**src/sv/tlce_pkg.sv**
```systemverilog
// Package for the character display cursor engine.
// Holds the payload structs, codes, controller/datapath command and status types.
// No dependencies.
`timescale 1ns / 1ps
`default_nettype none

package tlce_pkg;

  localparam int unsigned NUM_DIGITS    = 10;
  localparam int unsigned MAG_W         = 32;
  localparam int unsigned BCD_W         = 4 * NUM_DIGITS;
  localparam int unsigned BITS_PER_STEP = 2;
  localparam int unsigned CONV_STEPS    = MAG_W / BITS_PER_STEP;
  localparam int unsigned STEP_W        = $clog2(CONV_STEPS);
  localparam int unsigned DIG_W         = $clog2(NUM_DIGITS);

  localparam logic [2:0] LINE_COUNT_RST   = 3'd2;
  localparam logic [5:0] COLUMN_COUNT_RST = 6'd16;

  localparam logic [7:0] CHAR_NEWLINE = 8'h0a;
  localparam logic [7:0] CHAR_ZERO    = 8'h30;
  localparam logic [7:0] CHAR_MINUS   = 8'h2d;
  localparam logic [7:0] ADDR_ODD_ROW = 8'h40;

  typedef enum logic [1:0] {
    OP_CHAR  = 2'd0,
    OP_INT   = 2'd1,
    OP_MOVE  = 2'd2,
    OP_CLEAR = 2'd3
  } opcode_e;

  typedef enum logic [1:0] {
    KIND_DATA  = 2'd0,
    KIND_ADDR  = 2'd1,
    KIND_CLEAR = 2'd2,
    KIND_HOME  = 2'd3
  } kind_e;

  typedef enum logic {
    CFG_LINE_COUNT   = 1'b0,
    CFG_COLUMN_COUNT = 1'b1
  } cfg_idx_e;

  typedef enum logic [1:0] {
    PS_CHAR  = 2'd0,
    PS_MINUS = 2'd1,
    PS_DIGIT = 2'd2
  } put_sel_e;

  typedef enum logic [2:0] {
    S_IDLE,
    S_CONV,
    S_LEAD,
    S_PUT,
    S_ADDR,
    S_MOVE,
    S_CLEAR,
    S_HOME
  } state_e;

  typedef struct packed {
    logic [1:0]         opcode;
    logic [7:0]         char_code;
    logic signed [31:0] number;
    logic [7:0]         target_column;
    logic [1:0]         target_row;
  } in_item_t;

  typedef struct packed {
    logic [1:0] kind;
    logic [7:0] value;
    logic       last;
  } out_item_t;

  typedef struct packed {
    logic     load;
    logic     conv_step;
    logic     dig_init;
    logic     dig_dec;
    logic     put;
    put_sel_e put_sel;
    logic     move;
    logic     clr_cursor;
    logic     emit;
    kind_e    kind;
    logic     last;
  } cmd_t;

  typedef struct packed {
    logic conv_done;
    logic neg;
    logic dig_zero;
    logic put_ok;
    logic out_free;
  } sts_t;

endpackage

`default_nettype wire

```
**src/sv/tlce_ctrl.sv**
```systemverilog
// Sequencing controller of the cursor engine.
// Walks each item through conversion, character puts and command emission.
// Depends on tlce_pkg.
`timescale 1ns / 1ps
`default_nettype none

module tlce_ctrl
  import tlce_pkg::*;
(
  input  wire logic       clk_i,
  input  wire logic       rst_ni,
  input  wire logic       in_valid_i,
  input  wire logic [1:0] in_opcode_i,
  output logic            in_ready_o,
  input  wire sts_t       sts_i,
  output cmd_t            cmd_o
);

  state_e   state_q, state_d;
  opcode_e  op_q, op_d;
  put_sel_e sel_q, sel_d;
  logic     addr_last;

  always_ff @(posedge clk_i or negedge rst_ni) begin
    if (!rst_ni) begin
      state_q <= S_IDLE;
      op_q    <= OP_CHAR;
      sel_q   <= PS_CHAR;
    end else begin
      state_q <= state_d;
      op_q    <= op_d;
      sel_q   <= sel_d;
    end
  end

  assign addr_last = (op_q != OP_INT) || ((sel_q == PS_DIGIT) && sts_i.dig_zero);

  always_comb begin
    state_d    = state_q;
    op_d       = op_q;
    sel_d      = sel_q;
    in_ready_o = 1'b0;
    cmd_o      = '0;
    cmd_o.put_sel = sel_q;
    cmd_o.kind    = KIND_DATA;
    unique case (state_q)
      S_IDLE: begin
        in_ready_o = 1'b1;
        if (in_valid_i) begin
          cmd_o.load = 1'b1;
          op_d       = opcode_e'(in_opcode_i);
          unique case (opcode_e'(in_opcode_i))
            OP_CHAR: begin
              sel_d   = PS_CHAR;
              state_d = S_PUT;
            end
            OP_INT:   state_d = S_CONV;
            OP_MOVE:  state_d = S_MOVE;
            OP_CLEAR: state_d = S_CLEAR;
            default:  state_d = S_IDLE;
          endcase
        end
      end
      S_CONV: begin
        cmd_o.conv_step = 1'b1;
        if (sts_i.conv_done) begin
          state_d = S_LEAD;
        end
      end
      S_LEAD: begin
        cmd_o.dig_init = 1'b1;
        sel_d   = sts_i.neg ? PS_MINUS : PS_DIGIT;
        state_d = S_PUT;
      end
      S_PUT: begin
        if (sts_i.put_ok) begin
          cmd_o.put  = 1'b1;
          cmd_o.emit = 1'b1;
          cmd_o.kind = KIND_DATA;
          state_d    = S_ADDR;
        end
      end
      S_ADDR: begin
        if (sts_i.out_free) begin
          cmd_o.emit = 1'b1;
          cmd_o.kind = KIND_ADDR;
          cmd_o.last = addr_last;
          if (addr_last) begin
            state_d = S_IDLE;
          end else begin
            if (sel_q == PS_MINUS) begin
              sel_d = PS_DIGIT;
            end else begin
              cmd_o.dig_dec = 1'b1;
            end
            state_d = S_PUT;
          end
        end
      end
      S_MOVE: begin
        cmd_o.move = 1'b1;
        state_d    = S_ADDR;
      end
      S_CLEAR: begin
        if (sts_i.out_free) begin
          cmd_o.emit       = 1'b1;
          cmd_o.kind       = KIND_CLEAR;
          cmd_o.clr_cursor = 1'b1;
          state_d          = S_HOME;
        end
      end
      S_HOME: begin
        if (sts_i.out_free) begin
          cmd_o.emit = 1'b1;
          cmd_o.kind = KIND_HOME;
          cmd_o.last = 1'b1;
          state_d    = S_IDLE;
        end
      end
      default: state_d = S_IDLE;
    endcase
  end

endmodule

`default_nettype wire

```
**src/sv/tlce_dp.sv**
```systemverilog
// Datapath of the cursor engine: config registers, cursor state, binary to
// BCD conversion, address formation and the output register.
// Depends on tlce_pkg.
`timescale 1ns / 1ps
`default_nettype none

module tlce_dp
  import tlce_pkg::*;
(
  input  wire logic     clk_i,
  input  wire logic     rst_ni,
  input  wire in_item_t in_data_i,
  input  wire logic     cfg_we_i,
  input  wire logic     cfg_idx_i,
  input  wire logic [5:0] cfg_data_i,
  input  wire cmd_t     cmd_i,
  output sts_t          sts_o,
  output logic          out_valid_o,
  input  wire logic     out_ready_i,
  output out_item_t     out_data_o
);

  logic [2:0]        line_count_q;
  logic [5:0]        column_count_q;
  logic [7:0]        col_q, col_d;
  logic [2:0]        row_q, row_d;
  logic              wrapped_q, wrapped_d;

  logic [7:0]        char_q;
  logic [7:0]        tcol_q;
  logic [1:0]        trow_q;
  logic              neg_q;
  logic [MAG_W-1:0]  mag_q, mag_d;
  logic [BCD_W-1:0]  bcd_q, bcd_d;
  logic [STEP_W-1:0] step_q;
  logic [DIG_W-1:0]  dig_q, lead;
  logic [3:0]        digit;

  logic [7:0]        put_char, col_a, address;
  logic [2:0]        row_a;
  logic              is_nl, wrap;

  logic              out_valid_q;
  out_item_t         out_q;
  logic              out_free;

  // config
  always_ff @(posedge clk_i or negedge rst_ni) begin
    if (!rst_ni) begin
      line_count_q   <= LINE_COUNT_RST;
      column_count_q <= COLUMN_COUNT_RST;
    end else if (cfg_we_i) begin
      unique case (cfg_idx_e'(cfg_idx_i))
        CFG_LINE_COUNT:   line_count_q   <= cfg_data_i[2:0];
        CFG_COLUMN_COUNT: column_count_q <= cfg_data_i;
        default: ;
      endcase
    end
  end

  // double dabble, BITS_PER_STEP bits per cycle
  always_comb begin
    logic [BCD_W-1:0] b;
    logic [MAG_W-1:0] m;
    b = bcd_q;
    m = mag_q;
    for (int s = 0; s < BITS_PER_STEP; s++) begin
      for (int n = 0; n < NUM_DIGITS; n++) begin
        if (b[n*4 +: 4] >= 4'd5) begin
          b[n*4 +: 4] = b[n*4 +: 4] + 4'd3;
        end
      end
      {b, m} = {b[BCD_W-2:0], m, 1'b0};
    end
    bcd_d = b;
    mag_d = m;
  end

  always_comb begin
    lead  = '0;
    digit = '0;
    for (int n = 0; n < NUM_DIGITS; n++) begin
      if (bcd_q[n*4 +: 4] != 4'd0) begin
        lead = DIG_W'(n);
      end
      if (dig_q == DIG_W'(n)) begin
        digit = bcd_q[n*4 +: 4];
      end
    end
  end

  always_ff @(posedge clk_i) begin
    if (cmd_i.load) begin
      char_q <= in_data_i.char_code;
      tcol_q <= in_data_i.target_column;
      trow_q <= in_data_i.target_row;
      neg_q  <= in_data_i.number[MAG_W-1];
      mag_q  <= in_data_i.number[MAG_W-1] ? (~MAG_W'(in_data_i.number) + MAG_W'(1))
                                          : MAG_W'(in_data_i.number);
      bcd_q  <= '0;
      step_q <= '0;
    end else if (cmd_i.conv_step) begin
      mag_q  <= mag_d;
      bcd_q  <= bcd_d;
      step_q <= step_q + STEP_W'(1);
    end
    if (cmd_i.dig_init) begin
      dig_q <= lead;
    end else if (cmd_i.dig_dec) begin
      dig_q <= dig_q - DIG_W'(1);
    end
  end

  always_comb begin
    unique case (cmd_i.put_sel)
      PS_CHAR:  put_char = char_q;
      PS_MINUS: put_char = CHAR_MINUS;
      PS_DIGIT: put_char = CHAR_ZERO + {4'd0, digit};
      default:  put_char = char_q;
    endcase
  end

  // cursor advance for one character
  assign is_nl = (put_char == CHAR_NEWLINE);
  assign col_a = is_nl ? (wrapped_q ? col_q : {2'b00, column_count_q}) : (col_q + 8'd1);
  assign wrap  = (col_a >= {2'b00, column_count_q});
  assign row_a = wrap ? (row_q + 3'd1) : row_q;

  always_comb begin
    col_d     = col_q;
    row_d     = row_q;
    wrapped_d = wrapped_q;
    if (cmd_i.put) begin
      col_d     = wrap ? 8'd0 : col_a;
      row_d     = (row_a >= line_count_q) ? 3'd0 : row_a;
      wrapped_d = wrap ? !is_nl : wrapped_q;
    end else if (cmd_i.move) begin
      col_d = tcol_q;
      row_d = {1'b0, trow_q};
    end else if (cmd_i.clr_cursor) begin
      col_d = 8'd0;
      row_d = 3'd0;
    end
  end

  always_ff @(posedge clk_i or negedge rst_ni) begin
    if (!rst_ni) begin
      col_q     <= '0;
      row_q     <= '0;
      wrapped_q <= 1'b0;
    end else begin
      col_q     <= col_d;
      row_q     <= row_d;
      wrapped_q <= wrapped_d;
    end
  end

  assign address = {2'b00, col_q[5:0]}
                 + (row_q[0] ? ADDR_ODD_ROW : 8'd0)
                 + (row_q[1] ? {2'b00, column_count_q} : 8'd0);

  // output register
  assign out_free = !out_valid_q || out_ready_i;

  always_ff @(posedge clk_i or negedge rst_ni) begin
    if (!rst_ni) begin
      out_valid_q <= 1'b0;
    end else if (cmd_i.emit && !(cmd_i.kind == KIND_DATA && is_nl)) begin
      out_valid_q <= 1'b1;
    end else if (out_ready_i) begin
      out_valid_q <= 1'b0;
    end
  end

  always_ff @(posedge clk_i) begin
    if (cmd_i.emit && !(cmd_i.kind == KIND_DATA && is_nl)) begin
      out_q.kind <= cmd_i.kind;
      out_q.last <= cmd_i.last;
      case (cmd_i.kind)
        KIND_DATA: out_q.value <= put_char;
        KIND_ADDR: out_q.value <= address;
        default:   out_q.value <= 8'd0;
      endcase
    end
  end

  assign out_valid_o = out_valid_q;
  assign out_data_o  = out_q;

  assign sts_o.conv_done = (step_q == STEP_W'(CONV_STEPS - 1));
  assign sts_o.neg       = neg_q;
  assign sts_o.dig_zero  = (dig_q == '0);
  assign sts_o.put_ok    = is_nl || out_free;
  assign sts_o.out_free  = out_free;

endmodule

`default_nettype wire

```
**src/sv/text_lcd_cursor_engine.sv**
```systemverilog
// Character display cursor engine, top level. Depends on tlce_pkg, tlce_ctrl, tlce_dp.
// Integers go through BCD conversion at 2 bits per cycle before their first result.
// Throughput: one item at a time; an integer's results leave the output register one per
// cycle while out_ready_i stays high.
// Reset: cursor at column 0 row 0, wrap flag clear, line_count 2, column_count 16.
`timescale 1ns / 1ps
`default_nettype none

module text_lcd_cursor_engine
  import tlce_pkg::*;
(
  input  wire logic       clk_i,
  input  wire logic       rst_ni,
  input  wire logic       in_valid_i,
  output logic            in_ready_o,
  input  wire in_item_t   in_data_i,
  output logic            out_valid_o,
  input  wire logic       out_ready_i,
  output out_item_t       out_data_o,
  input  wire logic       cfg_we_i,
  input  wire logic       cfg_idx_i,
  input  wire logic [5:0] cfg_data_i
);

  cmd_t cmd;
  sts_t sts;

  tlce_ctrl u_ctrl (
    .clk_i       (clk_i),
    .rst_ni      (rst_ni),
    .in_valid_i  (in_valid_i),
    .in_opcode_i (in_data_i.opcode),
    .in_ready_o  (in_ready_o),
    .sts_i       (sts),
    .cmd_o       (cmd)
  );

  tlce_dp u_dp (
    .clk_i       (clk_i),
    .rst_ni      (rst_ni),
    .in_data_i   (in_data_i),
    .cfg_we_i    (cfg_we_i),
    .cfg_idx_i   (cfg_idx_i),
    .cfg_data_i  (cfg_data_i),
    .cmd_i       (cmd),
    .sts_o       (sts),
    .out_valid_o (out_valid_o),
    .out_ready_i (out_ready_i),
    .out_data_o  (out_data_o)
  );

endmodule

`default_nettype wire

```
**config.mk**
```make
export PLATFORM = sky130hd
export DESIGN_NAME = text_lcd_cursor_engine
export DESIGN_NICKNAME = d
export VERILOG_FILES = /design/src/sv/tlce_pkg.sv /design/src/sv/tlce_ctrl.sv /design/src/sv/tlce_dp.sv /design/src/sv/text_lcd_cursor_engine.sv
export SDC_FILE = /design/constraint.sdc
export NUM_CORES = 1
export LEC_CHECK = 0
export BUFFER_PORTS_ARGS = -buffer_cell sky130_fd_sc_hd__buf_2
export CAP_MARGIN = 20
export CORE_UTILIZATION = 44
export CTS_BUF_LIST = sky130_fd_sc_hd__clkbuf_8 sky130_fd_sc_hd__clkbuf_16
export DETAILED_ROUTE_END_ITERATION = 10
export GPL_TIMING_DRIVEN = 0
export PLACE_DENSITY = 0.72
export SLEW_MARGIN = 20
export SYNTH_ARGS = -nofsm -noshare
export SYNTH_HDL_FRONTEND = slang
export SYNTH_HIERARCHICAL = 1
export SYNTH_SLANG_ARGS = --single-unit
```
**constraint.sdc**
```tcl
create_clock -name clk_i -period 15 [get_ports clk_i]
set_input_delay 2.25 -clock clk_i [delete_from_list [all_inputs] [get_ports clk_i]]
set_output_delay 2.25 -clock clk_i [all_outputs]
set_load 0.05 [all_outputs]
```
---- Yosys cells after proc, flatten, opt, wreduce, memory -nomap -nowiden ----
Index checks and enable logic that the tools add are counted.
operators by class
  bitwise operators ....................... 2
  reduce and logical (&&, ||, !) cells .... 33
  eq/ne operators ......................... 34
  multiplexer cells ....................... 96
  magnitude comparators ................... 22
  add/sub/neg operators ................... 28
operator list
  kind                                                                number
  two-way mux 4 bit                                                   35
  two-way mux 32 bit                                                  3
  greater-or-equal comparator 4 x 3 -> 1 bit (second input constant)  20
  adder 4 x 2 -> 4 bit (second input constant)                        18
  two-way mux 3 bit                                                   18
  two-way mux 8 bit                                                   6
  nonzero test 4 bit                                                  9
  adder 32 x 2 -> 32 bit (second input constant)                      1
  NOT 32 bit                                                          1
  case mux 8 bit (2 select lines)                                     2
  case mux 3 bit (4 select lines)                                     2
  case mux 3 bit (8 select lines)                                     1
  two-way mux 2 bit                                                   9
  == test 4 x 3 -> 1 bit (second input constant)                      4
  two-way mux 1 bit                                                   16
  == test 3 bit (second input constant)                               4
  == test 4 bit (second input constant)                               3
  AND reduction 6 bit                                                 2
  != test 2 x 1 -> 1 bit (second input constant)                      5
  != test 2 bit (second input constant)                               5
  adder 6 x 8 -> 8 bit                                                1
  adder 8 x 1 -> 8 bit (second input constant)                        1
  adder 8 bit                                                         1
  == test 4 x 2 -> 1 bit (second input constant)                      2
  other kinds (27)                                                    46
storage, ports and cells
  output and inout bits ................... 13
  logic and storage cells ................. 235
  bits in registers ....................... 139

---- Logic depth before layout (Yosys ltp) ----
Gate-level depths: netlist (run 1).
  word-level depth ........................ 22
  mapped depth ............................ 29
  mapped depth without buffers ............ 24

---- Hierarchy ----
The synthesis (run 1) kept the hierarchy.
modules (own cells, without submodules)
  module     sequential area each (um2)  cells an instance  instances  area an instance (um2)
  tlce_dp    3415.8                      1020               1          9178.8
  tlce_ctrl  175.2                       70                 1          619.3

---- Worst setup path before layout (run 1) ----
OpenSTA, ideal clock, no wires.
  kind .................................... flip-flop to flip-flop
  start point ............................. register u_dp.dig_q[1]
  end point ............................... register u_dp.row_q[0]
  setup slack ............................. 9.420 ns
  library setup time ...................... 0.076 ns
  cell stages (with the launch flop) ...... 28
  period minus slack after synthesis ...... 5.580 ns
  arrival ................................. 5.504 ns
  path buffers ............................ 3
  data required time ...................... 14.924 ns
  cell sequence ........................... edfxtp_1 inv_1 ha_1 buf_2 nand3b_1 o2111a_1 o2111ai_1 a32oi_1 or4b_1 buf_2 or3b_2 o311ai_1 ha_1 nand2b_1 a21o_1 a21oi_1 o21ai_0 a21oi_1 o211ai_2 buf_2 xnor2_1 ha_1 nand2b_1 a21o_1 a211oi_1 inv_1 o211a_1 o21ai_1
between the ends
  longest elaborated chain between the ends .. 20
  elaborated cells on any way between the ends .. 33
  those cells by class .................... 1 x add/sub; 2 x order compare; 10 x eq/ne; 17 x mux; 3 x reduce/logical
ends and longest elaborated chain
  item                                        RTL line        RTL
  from (decl)                                 tlce_dp.sv:36   logic [DIG_W-1:0] dig_q, lead;
  from (signal assigned)                      tlce_dp.sv:108  dig_q <= lead;
  from (signal assigned)                      tlce_dp.sv:110  dig_q <= dig_q - DIG_W'(1);
  logical NOT 4 bit                           tlce_dp.sv:86   if (dig_q == DIG_W'(n)) begin
  two-way mux 4 bit (9 in series)             tlce_dp.sv:86
  two-way mux 4 bit (*)                       tlce_dp.sv:86
  adder 6 x 4 -> 7 bit (*)                    tlce_dp.sv:118  PS_DIGIT: put_char = CHAR_ZERO + {4'd0, digit};
  case mux 8 bit (2 select lines) (*)         tlce_dp.sv:115  unique case (cmd_i.put_sel)
  == test 8 x 4 -> 1 bit (*)                  tlce_dp.sv:124  assign is_nl = (put_char == CHAR_NEWLINE);
  two-way mux 8 bit                           tlce_dp.sv:125  assign col_a = is_nl ? (wrapped_q ? col_q : {2'b00, column_count_q}) : (col_q + 8'd1);
  greater-or-equal comparator 8 x 6 -> 1 bit  tlce_dp.sv:126  assign wrap = (col_a >= {2'b00, column_count_q});
  two-way mux 3 bit                           tlce_dp.sv:127  assign row_a = wrap ? (row_q + 3'd1) : row_q;
  greater-or-equal comparator 3 bit           tlce_dp.sv:135  row_d = (row_a >= line_count_q) ? 3'd0 : row_a;
  two-way mux 3 bit                           tlce_dp.sv:135
  two-way mux 3 bit                           tlce_dp.sv:133  if (cmd_i.put) begin
  to (signal assigned)                        tlce_dp.sv:153  row_q <= row_d;
  to (decl)                                   tlce_dp.sv:26   logic [2:0] row_q, row_d;
Every way passes the cells marked *; elsewhere a longest branch is shown, timed or not.
A chain may end at the register's enable or synchronous reset.

---- Final worst setup path (run 1) ----
  start point ............................. register u_dp.dig_q[0]
  end point ............................... register u_dp.row_q[0]
Same word-level chain as after synthesis.

==> results.yml, run 1 <==
worst_setup_path:
  r2r-end: "u_dp/row_q[0]$_DFFE_PN0P_"
  reg2reg_depth: 28
  r2r-start: "u_dp/dig_q[0]$_DFFE_PP_"
  crit_cells: 28
  required_ns: 15.35
  crit_arrival_ns: 7.13
  slowest_delay_ns: 0.54
  cpLargestDelayFamily: "compound AO/OA/AOI/OAI gates"
  crit_type: "reg2reg"
  worstPathMaxFanout: 10
  worstSetupEndpointType: "flip-flop"
  r2r_setup_slack_ns: 8.22
  cp-start-kind: "flip-flop"
  crit_buf_inv: 6
  cp_slowest_cell: "a2111oi_0"
power:
  finalPower_mw: 2.69
  sw_frac_of_total_pct: 44.7
  p_seq_share_pct: 26.6
  pwr-share-clk_pct: 16.8
  cellInternalPower_mw: 1.49
  p_leak_nw: 4.68
  combPwrFrac_pct: 56.6
  powerDensity_nw_per_um2: 241
  peakVddDrop_mv: 0.0855
  p_sw_mw: 1.20
detailed_routing:
  wl_um: 23300
  vias: 8271
  wl_per_cell_um: 15.8
  drt-initial-drc-count: 536
  drc_errors: 0
  detail_route.vias_per_cell: 5.60
  postRouteAntennaNets: 0
  firstDrtPassIters: 5
sta:
  tns_ns: 0
  setup_viol: 0
  setup_slack_ns: 8.22
  report.final.hold_viol_count: 0
  timing.final.crit_share_pct: 45.2
  slew_headroom_pct: 50.2
  max_freq_mhz: 148
  holdWs_ns: 0.465
  worstMarginPinSlew_ns: 0.747
  clock_skew_ns: 0.0105
  rsz0062_at_grt: "no"
  min_period_ns: 6.78
  maxSlewViolCount: 0
yosys:
  synth_top_area_share_pct: 20.2
  synth.cell_area_um2: 9800
  yosysWarnings: 6
  ys_seq_elements: 139
  synth_ff_type: "edfxtp_1"
  synth_area_leaders: "edfxtp_1 20%, dfxtp_1 9.0%, ha_1 8.9%"
  synth_nets: 1225
  syn_avg_cell_area_um2: 8.99
  synth_edf_count: 66
  synth_cell_types: 80
  synthCells: 1090
  synthArstFlopShare_pct: 20.9
  synth_top_area_cell: "edfxtp_1"
  seq_area_frac_synth_pct: 36.6
finish:
  final_cell_area_um2: 11200
  fillers: 2011
  nets: 1320
  layout.cells.non_filler: 1478
  mostFrequentLayoutCell: "nor2_1"
  drive_above_1_share_pct: 13.8
  utilization_pct: 51.3
  diodes: 0
  areaGrowthSynthToFinish_pct: 14.2
  most-common-layout-cells: "111 x nor2_1, 99 x a21oi_1, 83 x buf_2"
placed_design:
  port_buffers: 76
  placed_cell_area_um2: 10500
  dpl.hpwl_um: 17200
  gp_congestion: 0.914
  dp_slack_ns: 8.37
  dp_cells: 1446
global_routing:
  grt_max_degree: 33
  grt_pass1_vias: 7612
  grt_first_pass_wirelength_um: 37600
  grt_use_total_pct: 20.9
  antenna_found_initial: 1
  overflow: 0
clocking:
  postCtsSetupBuffers: 0
  cts_max_path_buffers: 2
  path_clk_slew_ns: 0.06
  tritoncts: "built"
  cts-buffers-inserted: 17
  cts.sinks: 139
  ctsHoldBuffers: 0
  h-tree-depth: 4
  ctsRootBufferMaster: "clkbuf_16"
  clock_latency_ns: 0.43
  ctsResizeCount: 0
hold_path:
  min_to: "u_dp/col_q[6]$_DFFE_PN0P_"
  hold_start: "u_dp/tcol_q[6]$_DFFE_PP_"
  hold_path_depth: 1
  hp-class: "reg2reg"
floorplan:
  row_count: 54
  die_area_um2: 22900
  initial_core_util_pct: 44.9
  io-pin-count: 77
  core_region_area_um2: 21800
  fp.dieW_um: 151
  dieHeight_um: 151
run:
  cap_violations: 0
run_status:
  status: "completed"
==> sequential cells by signal, indices dropped and copies added (netlist names) <==
signal	flops
u_dp/char_q	8
u_dp/step_q	4
u_dp/line_count_q	3
u_dp/column_count_q	6
u_ctrl/state_q	3
u_dp/row_q	3
u_dp/neg_q	1
u_ctrl/op_q	2
u_dp/tcol_q	8
u_dp/out_data_o	11
u_dp/wrapped_q	1
u_ctrl/sel_q	2
u_dp/out_valid_o	1
u_dp/col_q	8
u_dp/mag_q	32
u_dp/trow_q	2
u_dp/dig_q	4
u_dp/bcd_q	40
==> cell type report <==
class / instances / area (µm²) / share of cell area (%)
Clock buffer: 24 / 556 / 4.97
Tap cell: 280 / 350 / 3.13
Timing Repair Buffer: 76 / 380 / 3.40
Multi-Input combinational cell: 821 / 5680 / 50.8
Inverter: 76 / 285 / 2.55
Sequential cell: 139 / 3590 / 32.1
Buffer: 54 / 246 / 2.20
Clock inverter: 8 / 97.6 / 0.872
==> metal layers <==
metal	share of wire (%)	track usage, %	vias to the layer above
met5	0.034	0	-
met4	1.8	7.60	2
met3	5.4	3.80	34
met2	45	32.7	247
met1	48	28.6	3870
li1	-	-	4118
==> synth_stat cells, drive strengths merged, types with 6 or more instances <==
cell	number
a211oi	28
or3	15
a21oi	99
edfxtp	66
xor2	33
nor3b	11
nand3	19
a21boi	16
nor2b	21
ha	70
buf	14
o21ai	45
mux2i	33
dfrtp	27
xnor2	30
o31ai	11
a2bb2oi	8
and2	12
nor2	111
o211ai	11
mux2	20
clkbuf	40
o41ai	10
and3	6
nand2b	27
nand2	65
nor3	21
inv	76
o21a	6
nand3b	10
or2	6
a21o	8
a22oi	8
dfxtp	44
==> cell families (layout without fill, tap and decap cells) <==
family	after synthesis	after routing	synth area share (%)
and+or+nand+nor	341	341	17.6
AOI/OAI and AO/OA	293	293	19.8
DFF	139	139	36.6
buffers and inverters	130	238	5.43
adders and majority gates	71	71	9.14
xor gates and xnor gates	63	63	5.63
muxes	53	53	5.67
==> power groups by stage <==
stage	logic (mW)	registers [mW]	clock network, mW
detailed placement	1.50	0.720	0
CTS	1.52	0.715	0.462
floorplan	1.14	0.739	0
finish	1.52	0.716	0.454
global placement	1.46	0.717	0
global route	1.71	0.736	0.476
==> worst max-delay path by stage <==
stage                            startpoint                         to  slack (ns)
global placement    u_dp/dig_q[0]$_DFFE_PP_  u_dp/row_q[0]$_DFFE_PN0P_        8.40
finish              u_dp/dig_q[0]$_DFFE_PP_  u_dp/row_q[0]$_DFFE_PN0P_        8.22
CTS                 u_dp/dig_q[0]$_DFFE_PP_  u_dp/row_q[0]$_DFFE_PN0P_        8.31
global route        u_dp/dig_q[0]$_DFFE_PP_  u_dp/row_q[0]$_DFFE_PN0P_        7.64
detailed placement  u_dp/dig_q[0]$_DFFE_PP_  u_dp/row_q[0]$_DFFE_PN0P_        8.37
floorplan           u_dp/dig_q[1]$_DFFE_PP_  u_dp/row_q[0]$_DFFE_PN0P_        9.42
Power figures use the tool's default switching activity.
==> run 2: changes to the inputs <==
Settings changed: ABC_AREA set to 1, PLACE_DENSITY 0.72 to 0.74.
Clock period 15 ns to 5.7 ns, I/O delays scaled along.
==> run 2 against run 1 <==
  * Core utilization is 0.37 points lower
  * Count of clock-buffer cells in the layout is 7 lower
  * Via count is 5.1% higher
  * Synthesized area is 0.79% lower
  * Final cell count is 12% higher
==> results.yml, run 2 <==
yosys:
  synthArstFlopShare_pct: 20.9
  ys_seq_elements: 139
  synth_top_area_share_pct: 20.4
  synth_edf_count: 66
  yosys-top-cells-count: "251 x nand2_1, 204 x inv_1, 145 x o21ai_0, 78 x nor2_1, 70 x ha_1"
  synth_ff_type: "edfxtp_1"
  synth_cell_types: 55
  seq_area_frac_synth_pct: 36.9
  syn_avg_cell_area_um2: 7.67
  yosysWarnings: 6
  post-synth-top-count-cell: "nand2_1"
  synth_nets: 1403
  synth_top_area_cell: "edfxtp_1"
  synth_area_leaders: "edfxtp_1 20%, nand2_1 9.7%, dfxtp_1 9.1%"
  synth.cell_area_um2: 9720
  synthCells: 1268
placed_design:
  port_buffers: 76
  dp_cells: 1625
  placed_cell_area_um2: 10500
  dpl.hpwl_um: 17200
  gp_congestion: 0.882
worst_setup_path:
  required_ns: 6.03
  crit_type: "reg2reg"
  worstPathMaxFanout: 10
  worstSetupStartpoint: "u_dp/dig_q[0]$_DFFE_PP_"
  r2r-end: "u_dp/row_q[2]$_DFFE_PN0P_"
  r2r-start: "u_dp/dig_q[0]$_DFFE_PP_"
  crit_arrival_ns: 5.35
  cp_slowest_cell: "edfxtp_1"
  crit_top_cell: "nand2_1"
  worstSetupEndpointType: "flip-flop"
  reg2reg_depth: 36
  cp-start-kind: "flip-flop"
  r2r_setup_slack_ns: 0.68
  slowest_delay_ns: 0.45
clocking:
  tritoncts: "built"
  ctsResizeCount: 0
  cts_max_path_buffers: 2
  path_clk_slew_ns: 0.06
  clock_latency_ns: 0.42
  postCtsSetupBuffers: 0
  ctsHoldBuffers: 0
  cts.sinks: 139
  h-tree-depth: 4
  ctsRootBufferMaster: "clkbuf_16"
  cts-buffers-inserted: 17
run_status:
  status: "completed"
finish:
  final_cell_area_um2: 11100
  largest_reg_flops: 40
  nets: 1499
  drive_above_1_share_pct: 12.9
  utilization_pct: 50.9
  most-common-layout-cells: "251 x nand2_1, 206 x inv_1, 145 x o21ai_0"
  layout.cells.non_filler: 1658
  fillers: 2024
  regMostFlops: "u_dp/bcd_q"
  areaGrowthSynthToFinish_pct: 13.9
  mostFrequentLayoutCell: "nand2_1"
power:
  p_leak_nw: 5.21
  powerDensity_nw_per_um2: 545
  peakVddDrop_mv: 0.216
detailed_routing:
  postRouteAntennaNets: 0
  firstDrtPassIters: 5
  drt-initial-drc-count: 610
  vias: 8692
  wl_per_cell_um: 13.8
  drc_errors: 0
  wl_um: 22900
  detail_route.vias_per_cell: 5.24
global_routing:
  grt_use_total_pct: 21.0
  overflow: 0
  antenna_found_initial: 2
  grt_first_pass_wirelength_um: 37900
  grt_pass1_vias: 8163
  grt_max_degree: 30
floorplan:
  dieHeight_um: 151
  die_area_um2: 22700
  row_count: 54
  io-pin-count: 77
  core_region_area_um2: 21800
  initial_core_util_pct: 44.7
  fp.dieW_um: 151
sta:
  max_freq_mhz: 199
  min_period_ns: 5.02
  report.final.hold_viol_count: 0
  timing.final.crit_share_pct: 88.1
  maxSlewViolCount: 0
  tns_ns: 0
  worstMarginPinSlew_ns: 0.844
  rsz0062_at_grt: "no"
  clock_skew_ns: 0.00804
  setup_viol: 0
  slew_headroom_pct: 43.7
hold_path:
  hp-class: "in2async"
run:
  cap_violations: 0
[run 2: how the worst max path moves through the flow]
stage / to / slack [ns] / cells after the start
4_1_cts: u_dp/row_q[2]$_DFFE_PN0P_ / 0.75 / 36
3_3_place_gp: u_dp/row_q[2]$_DFFE_PN0P_ / 1.02 / 35
2_1_floorplan: u_dp/row_q[2]$_DFFE_PN0P_ / 1.56 / 35
5_1_grt: u_dp/row_q[2]$_DFFE_PN0P_ / 0.18 / 34
6_report: u_dp/row_q[2]$_DFFE_PN0P_ / 0.68 / 36
3_5_place_dp: u_dp/row_q[2]$_DFFE_PN0P_ / 0.91 / 36
[run 2: layout make-up]
type	count	area, µm²	share of cell area (%)
antenna	1	2.50	0.0226
buffer	30	160	1.45
clock buffer	17	425	3.84
clock inverter	15	160	1.45
inverter	221	841	7.59
multi-input combinational	878	5130	46.4
sequential	139	3590	32.4
tap	280	350	3.16
timing repair buffer	77	408	3.68
[run 2: critical path: cells and delay by family, from the launching register on]
kind	cells	cell delay (ns)
AOI/OAI and AO/OA	9	1.65
and+or+nand+nor	17	1.44
adders and majority gates	3	0.79
buffers and inverters	7	0.60
DFF	1	0.45
[run 2: logic make-up (layout without fill, tap and decap cells)]
family,after synthesis,in the layout,synth area share (%)
compound gates,272,272,15.5
mux,3,3,0.309
simple gates,474,474,22.5
buf+inv,251,360,10.3
xor+xnor,58,58,5.23
fa+ha+maj,71,71,9.22
flops,139,139,36.9
other cells,0,1,0
[run 2: layer usage]
metal	vias to the layer above	track usage (%)	routed length, µm	share of wire (%)
met5	-	0	10	0.044
met1	4005	27.3	10500	46
li1	4392	-	-	-
met2	256	34.6	10700	47
met3	37	4.24	1350	5.9
met4	2	7.45	433	1.9
[run 2: report_power, final]
group	switching (mW)	internal, mW
combinational	2.15	1.02
sequential	0.221	1.54
clock	0.425	0.680
total	2.79	3.24
[run 2: through the flow]
| stage | hold slack, ns | total power [mW] | setup WS (ns) |
|---|---|---|---|
| 5_1_grt | 0.516 | 6.56 | 0.181 |
| 6_report | 0.469 | 6.03 | 0.676 |
| 2_1_floorplan | 0.422 | 4.11 | 1.56 |
| 3_5_place_dp | 0.463 | 4.89 | 0.914 |
| 4_1_cts | 0.476 | 6.03 | 0.749 |
| 3_3_place_gp | 0.443 | 4.75 | 1.02 |
